--- src/rtl/core/utf8cp_pkg.sv ---
// Shared types, byte class codes and helper functions of the UTF-8 code point decoder.
package utf8cp_pkg;

  localparam int unsigned ByteW    = 8;
  localparam int unsigned CpW      = 21;
  localparam int unsigned ClsW     = 3;
  localparam int unsigned HoldN    = 4;
  localparam int unsigned HoldIdxW = 2;
  localparam int unsigned CntW     = 3;
  localparam int unsigned QDepth   = 2;
  localparam int unsigned QPtrW    = 1;
  localparam int unsigned QCntW    = 2;

  localparam logic [CpW-1:0] ReplacementCp = CpW'(32'h0000_FFFD);

  localparam logic [ClsW-1:0] ClsAscii = 3'd0;
  localparam logic [ClsW-1:0] ClsLead2 = 3'd1;
  localparam logic [ClsW-1:0] ClsLead3 = 3'd2;
  localparam logic [ClsW-1:0] ClsLead4 = 3'd3;
  localparam logic [ClsW-1:0] ClsCont  = 3'd4;
  localparam logic [ClsW-1:0] ClsBad   = 3'd5;

  typedef struct packed {
    logic [ByteW-1:0] data;
    logic [ClsW-1:0]  cls;
  } byte_t;

  typedef struct packed {
    byte_t chr;
    logic  final_flag;
  } item_t;

  typedef struct packed {
    logic [CpW-1:0] code_point;
    logic           decode_error;
  } result_t;

  function automatic logic [ClsW-1:0] classify(input logic [ByteW-1:0] b);
    logic [ClsW-1:0] cls;
    if (b[7] == 1'b0) begin
      cls = ClsAscii;
    end else if (b[7:6] == 2'b10) begin
      cls = ClsCont;
    end else if (b[7:5] == 3'b110) begin
      cls = ClsLead2;
    end else if (b[7:4] == 4'b1110) begin
      cls = ClsLead3;
    end else if (b[7:3] == 5'b11110) begin
      cls = ClsLead4;
    end else begin
      cls = ClsBad;
    end
    return cls;
  endfunction

endpackage

--- src/rtl/core/utf8_codepoint_decoder.sv ---
// Top level of the UTF-8 code point decoder.
// Bytes of a UTF-8 text enter one per transfer, with text_final_i set on the last byte, and
// leave as code points, with decode_error_o marking a U+FFFD replacement, run_end_o on the
// last code point caused by a byte and text_done_o on the last code point of the text.
// A two-entry input queue classifies bytes and lets the source run ahead while the decode
// engine works. The engine resolves one code point per cycle while the output register is
// free, and after a byte's code points it spends a further step closing that byte's run, in
// which it can take the next byte; this per-result loop of the engine sets the throughput.
// Overlong forms and surrogates pass.
module utf8_codepoint_decoder (
  input  logic        clk_i,
  input  logic        rst_ni,
  input  logic        in_valid_i,
  output logic        in_ready_o,
  input  logic [7:0]  text_byte_i,
  input  logic        text_final_i,
  output logic        out_valid_o,
  input  logic        out_ready_i,
  output logic [20:0] code_point_o,
  output logic        decode_error_o,
  output logic        run_end_o,
  output logic        text_done_o
);

  logic              q_valid;
  logic              q_ready;
  utf8cp_pkg::item_t q_item;

  utf8cp_front u_front (
    .clk_i        (clk_i),
    .rst_ni       (rst_ni),
    .in_valid_i   (in_valid_i),
    .in_ready_o   (in_ready_o),
    .text_byte_i  (text_byte_i),
    .text_final_i (text_final_i),
    .q_valid_o    (q_valid),
    .q_ready_i    (q_ready),
    .q_item_o     (q_item)
  );

  utf8cp_back u_back (
    .clk_i          (clk_i),
    .rst_ni         (rst_ni),
    .q_valid_i      (q_valid),
    .q_ready_o      (q_ready),
    .q_item_i       (q_item),
    .out_valid_o    (out_valid_o),
    .out_ready_i    (out_ready_i),
    .code_point_o   (code_point_o),
    .decode_error_o (decode_error_o),
    .run_end_o      (run_end_o),
    .text_done_o    (text_done_o)
  );

endmodule

--- src/rtl/core/utf8cp_front.sv ---
// Input stage: classifies each incoming byte and queues it for the decoder.
module utf8cp_front (
  input  logic                      clk_i,
  input  logic                      rst_ni,
  input  logic                      in_valid_i,
  output logic                      in_ready_o,
  input  logic [7:0]                text_byte_i,
  input  logic                      text_final_i,
  output logic                      q_valid_o,
  input  logic                      q_ready_i,
  output utf8cp_pkg::item_t         q_item_o
);

  utf8cp_pkg::item_t                    mem_q [utf8cp_pkg::QDepth];
  logic [utf8cp_pkg::QPtrW-1:0]         wr_ptr_q, wr_ptr_d;
  logic [utf8cp_pkg::QPtrW-1:0]         rd_ptr_q, rd_ptr_d;
  logic [utf8cp_pkg::QCntW-1:0]         cnt_q, cnt_d;
  logic                                 push, pop;
  utf8cp_pkg::item_t                    new_item;

  assign in_ready_o = (cnt_q != utf8cp_pkg::QCntW'(utf8cp_pkg::QDepth));
  assign q_valid_o  = (cnt_q != '0);
  assign q_item_o   = mem_q[rd_ptr_q];

  assign push = in_valid_i & in_ready_o;
  assign pop  = q_valid_o & q_ready_i;

  always_comb begin
    new_item.chr.data   = text_byte_i;
    new_item.chr.cls    = utf8cp_pkg::classify(text_byte_i);
    new_item.final_flag = text_final_i;
  end

  always_comb begin
    wr_ptr_d = push ? wr_ptr_q + 1'b1 : wr_ptr_q;
    rd_ptr_d = pop ? rd_ptr_q + 1'b1 : rd_ptr_q;
    cnt_d    = cnt_q;
    if (push && !pop) begin
      cnt_d = cnt_q + 1'b1;
    end else if (pop && !push) begin
      cnt_d = cnt_q - 1'b1;
    end
  end

  always_ff @(posedge clk_i) begin
    if (push) begin
      mem_q[wr_ptr_q] <= new_item;
    end
  end

  always_ff @(posedge clk_i or negedge rst_ni) begin
    if (!rst_ni) begin
      wr_ptr_q <= '0;
      rd_ptr_q <= '0;
      cnt_q    <= '0;
    end else begin
      wr_ptr_q <= wr_ptr_d;
      rd_ptr_q <= rd_ptr_d;
      cnt_q    <= cnt_d;
    end
  end

endmodule

--- src/rtl/core/utf8cp_back.sv ---
// Decode engine: holds undecided bytes, resolves one code point per cycle unless stalled, drives the output register.
module utf8cp_back (
  input  logic                     clk_i,
  input  logic                     rst_ni,
  input  logic                     q_valid_i,
  output logic                     q_ready_o,
  input  utf8cp_pkg::item_t        q_item_i,
  output logic                     out_valid_o,
  input  logic                     out_ready_i,
  output logic [20:0]              code_point_o,
  output logic                     decode_error_o,
  output logic                     run_end_o,
  output logic                     text_done_o
);

  utf8cp_pkg::byte_t                 buf_q [utf8cp_pkg::HoldN];
  utf8cp_pkg::byte_t                 buf_d [utf8cp_pkg::HoldN];
  logic [utf8cp_pkg::CntW-1:0]       cnt_q, cnt_d;
  logic                              fin_q, fin_d;
  logic                              busy_q, busy_d;
  logic                              prv_valid_q, prv_valid_d;
  utf8cp_pkg::result_t               prv_q, prv_d;
  logic                              out_valid_q, out_valid_d;
  utf8cp_pkg::result_t               out_q, out_d;
  logic                              out_run_end_q, out_run_end_d;
  logic                              out_done_q, out_done_d;

  logic                              has_emit, is_end, need_out, out_free, go, load;
  utf8cp_pkg::result_t               emit;
  logic [utf8cp_pkg::CntW-1:0]       consume_n;
  logic                              clear_all;
  logic [utf8cp_pkg::CntW-1:0]       need_n;
  logic                              conts_ok;
  logic [utf8cp_pkg::CntW-1:0]       cnt_base;
  logic [utf8cp_pkg::CpW-1:0]        joined;

  assign out_valid_o    = out_valid_q;
  assign code_point_o   = out_q.code_point;
  assign decode_error_o = out_q.decode_error;
  assign run_end_o      = out_run_end_q;
  assign text_done_o    = out_done_q;

  always_comb begin
    need_n   = 3'd1;
    conts_ok = 1'b0;
    joined   = '0;
    case (buf_q[0].cls)
      utf8cp_pkg::ClsLead2: begin
        need_n   = 3'd2;
        conts_ok = (buf_q[1].cls == utf8cp_pkg::ClsCont);
        joined   = utf8cp_pkg::CpW'({buf_q[0].data[4:0], buf_q[1].data[5:0]});
      end
      utf8cp_pkg::ClsLead3: begin
        need_n   = 3'd3;
        conts_ok = (buf_q[1].cls == utf8cp_pkg::ClsCont) &&
                   (buf_q[2].cls == utf8cp_pkg::ClsCont);
        joined   = utf8cp_pkg::CpW'({buf_q[0].data[3:0], buf_q[1].data[5:0],
                                     buf_q[2].data[5:0]});
      end
      utf8cp_pkg::ClsLead4: begin
        need_n   = 3'd4;
        conts_ok = (buf_q[1].cls == utf8cp_pkg::ClsCont) &&
                   (buf_q[2].cls == utf8cp_pkg::ClsCont) &&
                   (buf_q[3].cls == utf8cp_pkg::ClsCont);
        joined   = {buf_q[0].data[2:0], buf_q[1].data[5:0], buf_q[2].data[5:0],
                    buf_q[3].data[5:0]};
      end
      default: begin
        need_n   = 3'd1;
        conts_ok = 1'b0;
        joined   = '0;
      end
    endcase
  end

  always_comb begin
    has_emit          = 1'b0;
    is_end            = 1'b0;
    clear_all         = 1'b0;
    consume_n         = 3'd1;
    emit.code_point   = utf8cp_pkg::ReplacementCp;
    emit.decode_error = 1'b1;
    if (cnt_q == '0) begin
      is_end = 1'b1;
    end else if (buf_q[0].cls == utf8cp_pkg::ClsAscii) begin
      has_emit          = 1'b1;
      emit.code_point   = utf8cp_pkg::CpW'(buf_q[0].data);
      emit.decode_error = 1'b0;
    end else if (buf_q[0].cls == utf8cp_pkg::ClsCont || buf_q[0].cls == utf8cp_pkg::ClsBad) begin
      has_emit = 1'b1;
    end else if (cnt_q < need_n) begin
      if (fin_q) begin
        has_emit  = 1'b1;
        clear_all = 1'b1;
      end else begin
        is_end = 1'b1;
      end
    end else if (conts_ok) begin
      has_emit          = 1'b1;
      consume_n         = need_n;
      emit.code_point   = joined;
      emit.decode_error = 1'b0;
    end else begin
      has_emit = 1'b1;
    end
  end

  assign out_free  = !out_valid_q || out_ready_i;
  assign need_out  = prv_valid_q && (has_emit || is_end);
  assign go        = busy_q && (!need_out || out_free);
  assign q_ready_o = !busy_q || (go && is_end);
  assign load      = q_valid_i && q_ready_o;
  assign cnt_base  = (busy_q && fin_q) ? '0 : cnt_q;

  always_comb begin
    for (int i = 0; i < utf8cp_pkg::HoldN; i++) begin
      buf_d[i] = buf_q[i];
    end
    cnt_d       = cnt_q;
    fin_d       = fin_q;
    busy_d      = busy_q;
    prv_valid_d = prv_valid_q;
    prv_d       = prv_q;

    if (go && has_emit) begin
      prv_valid_d = 1'b1;
      prv_d       = emit;
      if (clear_all) begin
        cnt_d = '0;
      end else begin
        cnt_d = cnt_q - consume_n;
        for (int i = 0; i < utf8cp_pkg::HoldN; i++) begin
          if (i + int'(consume_n) < utf8cp_pkg::HoldN) begin
            buf_d[i] = buf_q[i + int'(consume_n)];
          end
        end
      end
    end

    if (go && is_end) begin
      prv_valid_d = 1'b0;
      busy_d      = 1'b0;
      if (fin_q) begin
        cnt_d = '0;
      end
    end

    if (load) begin
      buf_d[cnt_base[utf8cp_pkg::HoldIdxW-1:0]] = q_item_i.chr;
      cnt_d  = cnt_base + 1'b1;
      fin_d  = q_item_i.final_flag;
      busy_d = 1'b1;
    end
  end

  always_comb begin
    out_valid_d   = out_valid_q;
    out_d         = out_q;
    out_run_end_d = out_run_end_q;
    out_done_d    = out_done_q;
    if (go && need_out) begin
      out_valid_d   = 1'b1;
      out_d         = prv_q;
      out_run_end_d = is_end;
      out_done_d    = is_end && fin_q;
    end else if (out_ready_i) begin
      out_valid_d = 1'b0;
    end
  end

  always_ff @(posedge clk_i) begin
    for (int i = 0; i < utf8cp_pkg::HoldN; i++) begin
      buf_q[i] <= buf_d[i];
    end
    prv_q         <= prv_d;
    out_q         <= out_d;
    out_run_end_q <= out_run_end_d;
    out_done_q    <= out_done_d;
    fin_q         <= fin_d;
  end

  always_ff @(posedge clk_i or negedge rst_ni) begin
    if (!rst_ni) begin
      cnt_q       <= '0;
      busy_q      <= 1'b0;
      prv_valid_q <= 1'b0;
      out_valid_q <= 1'b0;
    end else begin
      cnt_q       <= cnt_d;
      busy_q      <= busy_d;
      prv_valid_q <= prv_valid_d;
      out_valid_q <= out_valid_d;
    end
  end

endmodule

--- config.mk ---
export PLATFORM = sky130hd
export DESIGN_NAME = utf8_codepoint_decoder
export DESIGN_NICKNAME = d
export VERILOG_FILES = /design/src/rtl/core/utf8cp_pkg.sv /design/src/rtl/core/utf8_codepoint_decoder.sv /design/src/rtl/core/utf8cp_front.sv /design/src/rtl/core/utf8cp_back.sv
export SDC_FILE = /design/constraint.sdc
export NUM_CORES = 1
export LEC_CHECK = 0
export BUFFER_PORTS_ARGS = -buffer_cell sky130_fd_sc_hd__buf_2
export CAP_MARGIN = 5
export CORE_ASPECT_RATIO = 0.7
export CORE_MARGIN = 2
export CORE_UTILIZATION = 61
export CTS_BUF_LIST = sky130_fd_sc_hd__clkbuf_16
export DETAILED_ROUTE_END_ITERATION = 16
export PLACE_DENSITY = 0.8
export SETUP_SLACK_MARGIN = 0.2
export SKIP_CTS_REPAIR_TIMING = 1
export SLEW_MARGIN = 40
export SYNTH_ARGS = -nofsm -noshare
export SYNTH_HDL_FRONTEND = slang
export SYNTH_SLANG_ARGS = --single-unit
export TNS_END_PERCENT = 1
--- constraint.sdc ---
create_clock -name clk_i -period 5.49 [get_ports clk_i]
set_input_delay 1.098 -clock clk_i [delete_from_list [all_inputs] [get_ports clk_i]]
set_output_delay 1.098 -clock clk_i [all_outputs]
set_load 0.05 [all_outputs]
* Word-level counts from Yosys, hierarchy flattened
Memory sizes are Yosys's and may differ from the RTL's.
Cells that the tools add are included.
** Storage, ports and cells
- Input bits :: 13
- Register bits :: 57
- Logic and storage cells :: 141
- Memories :: 2
- Memory bits (writable) :: 68
- Output and inout port bits :: 26
** Memories
- u_back.buf_q :: depth 4, width 11, rd ports 8, clocked after Yosys merged registers in 0, write ports 4, RTL line utf8cp_back.sv:16 : utf8cp_pkg::byte_t buf_q [utf8cp_pkg::HoldN];
- u_front.mem_q :: depth 2, width 12, rd ports 1, clocked after Yosys merged registers in 0, write ports 1, RTL line utf8cp_front.sv:14 : utf8cp_pkg::item_t mem_q [utf8cp_pkg::QDepth];
** Operators by class
- $lt $le $gt $ge :: 7
- Equality and inequality tests :: 13
- Muxes and demuxes :: 57
- Bitwise operators :: 4
- $add $sub $neg :: 12
- Reductions and logical operators :: 31
** Operators by type and width (number)
- 44-bit 2-to-1 mux :: 3
- 32-bit by 3-bit less-than comparator with 1-bit output, second input constant :: 3
- 17-bit 2-to-1 mux :: 4
- 21-bit one-hot mux with 3 select lines :: 1
- 11-bit 2-to-1 mux :: 5
- 3-bit 2-to-1 mux :: 16
- 44-bit bitwise mux :: 1
- 11-bit demux with 2-bit select :: 1
- 1-bit 2-to-1 mux :: 22
- 3-bit == test, second input constant :: 6
- 1-bit logical AND :: 13
- 2-bit nonzero test :: 5
- 3-bit one-hot mux with 3 select lines :: 1
- 2-bit by 3-bit adder with 4-bit output, first input constant :: 2
- 3-bit by 2-bit == test with 1-bit output, second input constant :: 2
- 3-bit zero test :: 2
- 5-bit == test, second input constant :: 1
- 1-bit zero test :: 5
- 1-bit logical OR :: 5
- 5-bit OR reduction :: 1
- 1-bit by 3-bit adder with 4-bit output, first input constant :: 1
- 2-bit adder, first input constant :: 2
- 4-bit == test, second input constant :: 1
- 2-bit 2-to-1 mux :: 2
- other kinds (17) :: 19

* Depth between registers and ports, before layout
Gate-level depths: netlist of run 1.
An unclocked memory read counts as a cell.
- Word-level depth :: 19
- Mapped depth :: 20
- Mapped depth without buffers :: 14

* Cells and area by module
Synthesis of run 1 repeated with hierarchy kept, for this count alone.
** Unflattened totals
- Cells, all modules :: 572
- Area total of the unflattened synthesis :: 6407.4 sq um
** Modules (own cells, without submodules)
- utf8cp_back :: times used 1, area an instance 5293.8 sq um, seq. area each 2442.3 sq um, cells each 510
- utf8cp_front :: times used 1, area an instance 1113.6 sq um, seq. area each 820.8 sq um, cells each 62

* Worst setup path before layout of run 1
OpenSTA, ideal clock, no wires.
- Kind :: register to register
- Start :: mem u_back.buf_q[0][1] in the netlist's numbering
- End :: mem u_back.buf_q[3][3] in the netlist's numbering
- Path slack :: 938 ps
- Data required time :: 5368 ps
- Data arrival time :: 4430 ps
- Stages on the path, launching flop included :: 18
- Buffers on the path :: 6
- Period minus slack after synthesis :: 4552 ps
- Library setup time :: 122 ps
- Path through :: dfxtp_1 > buf_2 > nor2b_1 > clkbuf_1 > o21bai_1 > clkbuf_1 > ha_1 > o21a_1 > o31ai_2 > a211o_1 > buf_2 > or3_1 > ha_1 > buf_1 > clkbuf_1 > mux2i_1 > a211oi_1 > a311o_1
** RTL lines (RTL line)
- from (decl) :: utf8cp_back.sv:16

==> run_results.csv, run 1 <==
group,metric,value,unit
status,outcome,"finished clean",
clock_tree,htreeDepth,4,
floorplanning,ioPinCount,39,
setup_path,cp-start-kind,"flop",
floorplanning,chipWidth,129,um
yosys,synth-seq-area-share,0.492,
clock_tree,clkSinkCount,125,
sta,layout_min_cycle_time,4.64,ns
hold_path,worstHoldPathCells,0,
setup_path,required,5.84,ns
yosys,yosysWarningCount,0,
setup_path,worstPathCellList,"buf_4 > nor2b_1 > o21bai_1 > ha_1 > o21a_1 > o31ai_2 > a211o_1 > nor3_4 > buf_4 > ha_1 > inv_1 > a211oi_1 > mux2i_4 > a211oi_1 > a311o_1",
setup_path,critPathMaxStageDelay,0.58,ns
placed_design,hpwl,11400,um
final_layout,area_growth,14.3,%
hold_path,worstHoldEndpoint,"u_back.code_point_o[1]",
setup_path,slowest_stage,"a211oi_1",
global_routing,grt_usage,0.317,
setup_path,timing_worst_setup_path_type,"flop to flop",
global_routing,grt_overflow,0,
clock_tree,tritoncts,"done",
sta,setup_viol,0,
setup_path,critPathMaxFanout,24,
routing,wl,17800,um
sta,rsz0062_at_grt,"no",
placed_design,io_buffers,38,
setup_path,crit_arrival,4.99,ns
hold_path,min-delay-start,"u_back.prv_q[2]",
floorplanning,row_count,31,
sta,finalClockSkew,0.00695,ns
yosys,async_flop_share,0.0800,
floorplanning,core-area,10500,um2
global_routing,grt_pass1_wl,28300,um
setup_path,reg2reg_slack,0.85,ns
clock_tree,cts_buffer_depth,2,
floorplanning,die-area,11700,um2
clock_tree,clk_latency,0.42,ns
routing,wl_per_cell,22.6,um
global_routing,grt_start_max_net_pins,32,
sta,relSlewSlack,0.386,
run,drv_cap,0,
sta,period_share,0.845,
routing,drt_iter0_drc,683,
setup_path,r2r-end,"u_back.buf_q[3][10]",
sta,hold_violations,0,
final_layout,nets,666,
routing,ant_nets,0,
hold_path,holdCritPathClass,"flop to flop",
setup_path,r2r_start,"u_back.buf_q[0][0]",
sta,tightest_slew,0.912,ns
sta,slew_viol_final,0,
yosys,synth_edf_count,71,
yosys,yosys_register_bits,125,
yosys,ys_types,66,
global_routing,grt_pass1_vias,5266,
final_layout,n_antenna_cell,0,
yosys,ys.flop_type,"edfxtp_1",
sta,tns,0,ns
sta,clock.fmax,216,MHz
routing,vias,5506,
routing,drtPass1Iterations,6,
routing,drcViolationCount,0,
floorplanning,start_util,0.634,
final_layout,drive_gt1_frac,0.200,
yosys,syn_area,6640,um2
floorplanning,dieHeight,91.3,um
global_routing,antenna_found_initial,0,
yosys,syn_inst,613,
clock_tree,root_buffer,"clkbuf_16",
placed_design,gp_congestion,0.984,
clock_tree,numCtsBuffers,17,
yosys,avgSynthCellArea,10.8,um2
setup_path,end_kind,"flop",
routing,post_drt_via_cell_ratio,7.00,
clock_tree,clk_pin_slew,0.06,ns
yosys,syn_nets,637,
setup_path,reg2reg_depth,15,
==> worst max path at each step <==
stage | start | end | slack (ns) | cells past startpoint
finish | u_back.buf_q[0][0] | u_back.buf_q[3][10] | 0.85 | 15
global route | u_back.buf_q[0][0] | u_back.buf_q[3][10] | 0.74 | 15
CTS | u_back.buf_q[0][0] | u_back.buf_q[3][10] | 1.05 | 14
detailed placement | u_back.buf_q[0][0] | u_back.buf_q[3][10] | 1.13 | 14
global placement | u_back.buf_q[0][0] | u_back.buf_q[3][8] | 1.26 | 14
floorplan | u_back.buf_q[0][1] | u_back.buf_q[3][3] | 0.94 | 17
==> final cells by class <==
cell class / instances / area, um2
flip-flops and latches: 125 / 3260
well taps: 132 / 165
repair buffers: 55 / 318
fillers: 714 / 2880
clock buffers: 17 / 425
clock inverters: 15 / 211
multi-input cells: 419 / 3120
inverters: 24 / 90.1
==> metrics by stage <==
| step | hold slack, ns | std cells | utilization | cell area (um2) | setup slack (ns) |
|---|---|---|---|---|---|
| after floorplan | 0.400 | 613 | - | 6640 | 0.938 |
| after global placement | 0.400 | 755 | 0.661 | 6920 | 1.26 |
| after detailed placement | 0.406 | 755 | 0.663 | 6940 | 1.13 |
| after CTS | 0.419 | 787 | 0.724 | 7580 | 1.05 |
| after global routing | 0.424 | 787 | 0.725 | 7590 | 0.745 |
| final | 0.418 | 787 | 0.725 | 7590 | 0.854 |
==> cells in the mapped netlist, types with 11 or more instances <==
cell type | n | share of area
edfxtp_1 | 71 | 0.32
mux2i_1 | 62 | 0.093
dfxtp_1 | 44 | 0.13
nor2_1 | 39 | 0.022
a211oi_1 | 31 | 0.035
o21ai_0 | 31 | 0.023
nand2_1 | 26 | 0.015
a21oi_1 | 25 | 0.019
clkbuf_1 | 24 | 0.014
inv_1 | 24 | 0.014
a31oi_1 | 19 | 0.018
mux2_2 | 19 | 0.032
a311o_1 | 17 | 0.026
nand3_1 | 16 | 0.012
o211ai_1 | 12 | 0.014
and2_1 | 11 | 0.010
==> kinds of logic after synthesis <==
group	share of synthesized area
XOR/XNOR	0.00792
multiplexers	0.128
adder cells (fa/ha/maj)	0.0219
AO/OA/AOI/OAI	0.204
AND/OR/NAND/NOR	0.102
flip-flops	0.492
buffers and inverters	0.0443
==> per-layer routing <==
metal	part of all wire	GRT usage	vias to the layer above
li1	-	-	2416
met1	0.41	0.448	2618
met5	0	0	-
met3	0.12	0.0843	68
met4	0.030	0.127	0
met2	0.44	0.465	404
==> cells in the final DEF, fill, tap and decap left out, types with 11 or more instances in the layout <==
master,instances
and2_1,11
buf_2,38
clkbuf_16,17
a211oi_1,30
mux2i_1,62
mux2_2,19
o21ai_0,31
buf_4,17
nand2_1,26
edfxtp_1,71
a21oi_1,25
inv_1,23
a311o_1,17
a31oi_1,19
nor2_1,37
nand3_1,16
dfxtp_1,44
o211ai_1,12
==> registers in the layout (all words and copies together), names as in the netlist <==
register               flops
u_back.fin_q               1
u_back.prv_valid_q         1
u_back.prv_q              22
u_front.wr_ptr_q           1
u_back.text_done_o         1
u_back.code_point_o       21
u_back.decode_error_o      1
u_front.cnt_q              2
u_back.buf_q              44
u_back.run_end_o           1
u_back.out_valid_o         1
u_front.rd_ptr_q           1
u_front.mem_q             24
u_back.busy_q              1
u_back.cnt_q               3
==> critical path: cells and delay by family (launching register included) <==
family | cells | cell delay, ns
and+or+nand+nor | 2 | 0.33
DFF | 1 | 0.41
buffers and inverters | 3 | 0.68
AOI/OAI and AO/OA | 7 | 2.22
muxes | 1 | 0.34
adders and majority gates | 2 | 0.56
Power of run 1 is left out: the tool's default activity adds up to more than one toggle a clock period on the data nets, which glitch-free logic cannot reach.
==> run 2: changes to the inputs <==
CORE_UTILIZATION = 55   (was 61)
PLACE_DENSITY = 0.76   (was 0.8)
clock period = 3.9 ns   (was 5.49 ns; I/O delays follow)
==> run 2 against run 1 <==
Compared with the run above: cell count rose by 4.3%; register-to-register slack got worse by 0.54 ns; critical path depth fell by 3; core utilization fell by 6.4 points; fmax rose by 29%; flip-flop and latch count did not move; wire length rose by 1.6%; clock skew rose by 0.0023 ns; first-iteration DRC count fell by 15%; largest cell class unchanged.
==> run_results.csv, run 2 (synthesis results as in run 1) <==
group,metric,value,unit
sta,layout_min_cycle_time,3.59,ns
setup_path,slowest_stage,"ha_4",
setup_path,crit_arrival,3.89,ns
global_routing,grt_overflow,0,
final_layout,final_cell_mix,"edfxtp_1 (71), mux2i_1 (62), dfxtp_1 (43)",
placed_design,hpwl,11700,um
global_routing,grt_pass1_vias,5103,
sta,slew_viol_final,0,
floorplanning,die-area,13000,um2
setup_path,reg2reg_slack,0.31,ns
final_layout,nFillCells,903,
sta,tightest_slew,0.827,ns
floorplanning,chipWidth,135,um
run,drv_cap,0,
setup_path,required,4.21,ns
routing,wl_per_cell,22.1,um
routing,drcViolationCount,0,
final_layout,largest_reg_flops,44,
status,outcome,"finished clean",
clock_tree,clkSinkCount,125,
setup_path,critPathBufInv,0,
placed_design,gp_congestion,0.966,
sta,clock.fmax,279,MHz
global_routing,grt_usage,0.287,
routing,ant_nets,0,
final_layout,largestRegisters,"u_back.buf_q (44), u_front.mem_q (24), u_back.prv_q (22)",
sta,period_share,0.919,
final_layout,regMostFlops,"u_back.buf_q",
global_routing,grt_pass1_wl,27700,um
floorplanning,dieHeight,95.9,um
floorplanning,row_count,33,
final_layout,drive_gt1_frac,0.227,
final_layout,final_common_cell,"edfxtp_1",
floorplanning,ioPinCount,39,
sta,rsz0062_at_grt,"yes",
placed_design,io_buffers,38,
final_layout,area_growth,16.8,%
setup_path,cp-start-kind,"flop",
setup_path,critPathMaxStageDelay,0.41,ns
setup_path,critPathMaxFanout,12,
clock_tree,root_buffer,"clkbuf_16",
setup_path,timing_worst_setup_path_type,"flop to flop",
sta,setup_viol,0,
routing,drtPass1Iterations,9,
sta,finalClockSkew,0.00925,ns
clock_tree,tritoncts,"done",
global_routing,grt_start_max_net_pins,34,
global_routing,antenna_found_initial,0,
clock_tree,numCtsBuffers,17,
final_layout,n_antenna_cell,0,
hold_path,holdCritPathClass,"primary input to asynchronous set/reset pin",
sta,tns,0,ns
floorplanning,start_util,0.566,
final_layout,nets,675,
floorplanning,core-area,11700,um2
clock_tree,htreeDepth,4,
setup_path,end_kind,"flop",
sta,relSlewSlack,0.448,
routing,post_drt_via_cell_ratio,6.58,
clock_tree,cts_buffer_depth,2,
routing,wl,18100,um
setup_path,crit_family,"compound AO/OA/AOI/OAI gates",
sta,hold_violations,0,
clock_tree,clk_pin_slew,0.06,ns
clock_tree,clk_latency,0.42,ns
routing,drt_iter0_drc,583,
routing,vias,5406,
setup_path,worstPathCellList,"nor2b_2 > o21bai_4 > ha_2 > o21a_1 > o31ai_4 > a211o_4 > or3_4 > ha_4 > mux2_2 > a31oi_1 > a211oi_1 > a311o_1",
==> run 2: cell types whose count changed in the layout (fill, tap and decap cells not counted), sizes merged <==
cell | previous run | this run
clkinvlp | 3 | 2
clkinv | 5 | 3
inv | 27 | 32
buf | 55 | 63
bufinv | 4 | 2
clkbuf | 17 | 18
==> run 2: worst paths after layout <==
kind	start	to	cells past startpoint
min	rst_ni	u_front.rd_ptr_q	1
max in group asynchronous	rst_ni	u_back.prv_valid_q	1
max	u_back.buf_q[0][0]	u_back.buf_q[3][10]	12
min in group clk_i	u_back.prv_q[7]	u_back.code_point_o[6]	0
min reg2reg	u_back.prv_q[7]	u_back.code_point_o[6]	0
max reg2reg	u_back.buf_q[0][0]	u_back.buf_q[3][10]	12
==> run 2: area by class of cell <==
class	instances	area, um2	share of cell area
clock inverters	15	176	0.0228
multi-input cells	419	3180	0.410
clock buffers	17	425	0.0549
well taps	157	196	0.0253
repair buffers	64	423	0.0545
flip-flops and latches	125	3260	0.421
inverters	24	90.1	0.0116
==> run 2: stage by stage <==
step           hold WS, ns  utilization  instances  worst slack (ns)  cell area, um2
2_1_floorplan        0.400            -        613             0.155            6740
3_3_place_gp         0.402        0.602        787             0.240            7060
3_5_place_dp         0.405        0.603        787            0.0965            7070
4_1_cts              0.214        0.654        819            0.0836            7670
5_1_grt              0.222        0.661        821             0.165            7750
6_report             0.204        0.661        821             0.315            7750
==> run 2: metal layers <==
layer / track usage / vias to the layer above / routed length, um
li1: - / 2428 / -
met1: 0.412 / 2595 / 8000
met2: 0.408 / 341 / 7680
met3: 0.0769 / 42 / 1930
met4: 0.128 / 0 / 512
met5: 0 / - / 0
Power of run 2 is left out for the same reason.
==> run 3: changes to the inputs <==
SETUP_SLACK_MARGIN = unset   (was 0.2)
clock period = 3.1 ns   (was 3.9 ns; I/O delays follow)
==> run 3 against run 2 <==
Compared with the run above: the run now ends with negative setup slack left; worst hold slack got worse by 0.14 ns; clock-buffer cell count unchanged; via count increased by 5.3%; global-route usage increased by 2.1 points; register-to-register slack got worse by 0.49 ns; cell count increased by 4.6%; flip-flop and latch count unchanged.
==> run_results.csv, run 3 (synthesis results as in run 1) <==
group,metric,value,unit
status,violations,"negative setup slack",
floorplanning,row_count,33,
setup_path,timing_worst_setup_path_type,"flop to flop",
placed_design,hpwl,12800,um
setup_path,crit_arrival,3.58,ns
floorplanning,chipWidth,135,um
final_layout,nFillCells,859,
final_layout,area_growth,22.4,%
clock_tree,clkSinkCount,125,
setup_path,crit_family,"compound AO/OA/AOI/OAI gates",
setup_path,cp-start-kind,"flop",
sta,relSlewSlack,0.536,
global_routing,grt_start_max_net_pins,38,
clock_tree,htreeDepth,4,
routing,wl,19200,um
sta,hold_ws,0.0616,ns
sta,rsz0062_at_grt,"yes",
setup_path,worstPathCellList,"nor2b_4 > o21bai_4 > ha_4 > o21a_4 > o31ai_4 > a211o_4 > or3_4 > ha_4 > buf_4 > mux2_2 > a31oi_1 > a211oi_1 > a311o_1",
setup_path,r2r-end,"u_back.buf_q[3][3]",
floorplanning,die-area,13000,um2
routing,drt_iter0_drc,718,
setup_path,critPathMaxFanout,7,
sta,clock.fmax,305,MHz
global_routing,grt_pass1_wl,29900,um
clock_tree,root_buffer,"clkbuf_16",
routing,vias,5691,
setup_path,r2r_start,"u_back.buf_q[0][1]",
routing,wl_per_cell,22.4,um
setup_path,required,3.40,ns
final_layout,final_cell_mix,"edfxtp_1 (71), mux2i_1 (62), buf_4 (56)",
global_routing,grt_usage,0.308,
floorplanning,core-area,11700,um2
sta,slew_viol_final,0,
run,drv_cap,0,
routing,drcViolationCount,0,
final_layout,fin_cells,859,
routing,post_drt_via_cell_ratio,6.63,
setup_path,path_common_cell,"ha_4",
sta,tightest_slew,0.696,ns
clock_tree,clk_latency,0.42,ns
sta,hold_violations,0,
global_routing,grt_pass1_vias,5401,
floorplanning,ioPinCount,39,
setup_path,critPathMaxStageDelay,0.37,ns
final_layout,fin_area,8130,um2
floorplanning,dieHeight,95.9,um
routing,ant_nets,0,
sta,setup_viol,22,
setup_path,reg2reg_depth,13,
final_layout,final_common_cell,"edfxtp_1",
final_layout,largestRegisters,"u_back.buf_q (44), u_front.mem_q (24), u_back.prv_q (22)",
sta,finalClockSkew,0.00987,ns
setup_path,cp-startpoint,"u_back.buf_q[0][1]",
clock_tree,numCtsBuffers,17,
global_routing,antenna_found_initial,0,
setup_path,slowest_stage,"dfxtp_4",
final_layout,seq_area,3270,um2
setup_path,reg2reg_slack,-0.18,ns
sta,finalWorstSetupSlack,-0.180,ns
placed_design,dpl_cell_area,7420,um2
final_layout,multi_input_area,3240,um2
clock_tree,cts_buffer_depth,2,
setup_path,end_kind,"flop",
placed_design,io_buffers,38,
placed_design,place_inst,824,
final_layout,nets,713,
clock_tree,tritoncts,"done",
final_layout,fin_util,0.693,
hold_path,holdCritPathClass,"primary input to asynchronous set/reset pin",
final_layout,n_antenna_cell,0,
sta,layout_min_cycle_time,3.28,ns
final_layout,largest_reg_flops,44,
final_layout,drive_gt1_frac,0.281,
placed_design,gp_congestion,0.941,
sta,period_share,1.06,
setup_path,critPathBufInv,1,
final_layout,regMostFlops,"u_back.buf_q",
routing,drtPass1Iterations,6,
global_routing,grt_overflow,0,
clock_tree,clk_pin_slew,0.06,ns
floorplanning,start_util,0.566,
status,outcome,"finished, violations left",
[run 3: worst max path at each step]
stage                     slack (ns)             endpoint  depth (start not counted)
after floorplan                -0.49   u_back.buf_q[3][4]                         17
after global placement         -0.11  u_back.buf_q[3][10]                         12
after detailed placement       -0.23      u_back.cnt_q[2]                         14
after CTS                      -0.30      u_back.cnt_q[2]                         14
after global routing           -0.26  u_back.buf_q[3][10]                         13
final                          -0.18   u_back.buf_q[3][3]                         13
[run 3: area by class of cell]
class | instances | share of cell area
Tap cell | 157 | 0.0242
Clock buffer | 17 | 0.0523
Multi-Input combinational cell | 419 | 0.398
Clock inverter | 15 | 0.0185
Timing Repair Buffer | 102 | 0.0927
Sequential cell | 125 | 0.403
Inverter | 24 | 0.0115
[run 3: per-stage QoR]
stage,TNS [ns],setup slack [ns]
after floorplan,-9.37,-0.485
after global placement,-0.815,-0.107
after detailed placement,-2.75,-0.226
after CTS,-4.74,-0.304
after global routing,-3.94,-0.261
final,-1.91,-0.180
[run 3: routing by layer]
| layer | vias to the layer above | track usage | share of wire |
|---|---|---|---|
| met4 | 0 | 0.109 | 0.027 |
| li1 | 2514 | - | - |
| met2 | 406 | 0.471 | 0.44 |
| met5 | - | 0 | 0 |
| met3 | 56 | 0.0721 | 0.12 |
| met1 | 2715 | 0.432 | 0.42 |
Power of run 3 is left out for the same reason.
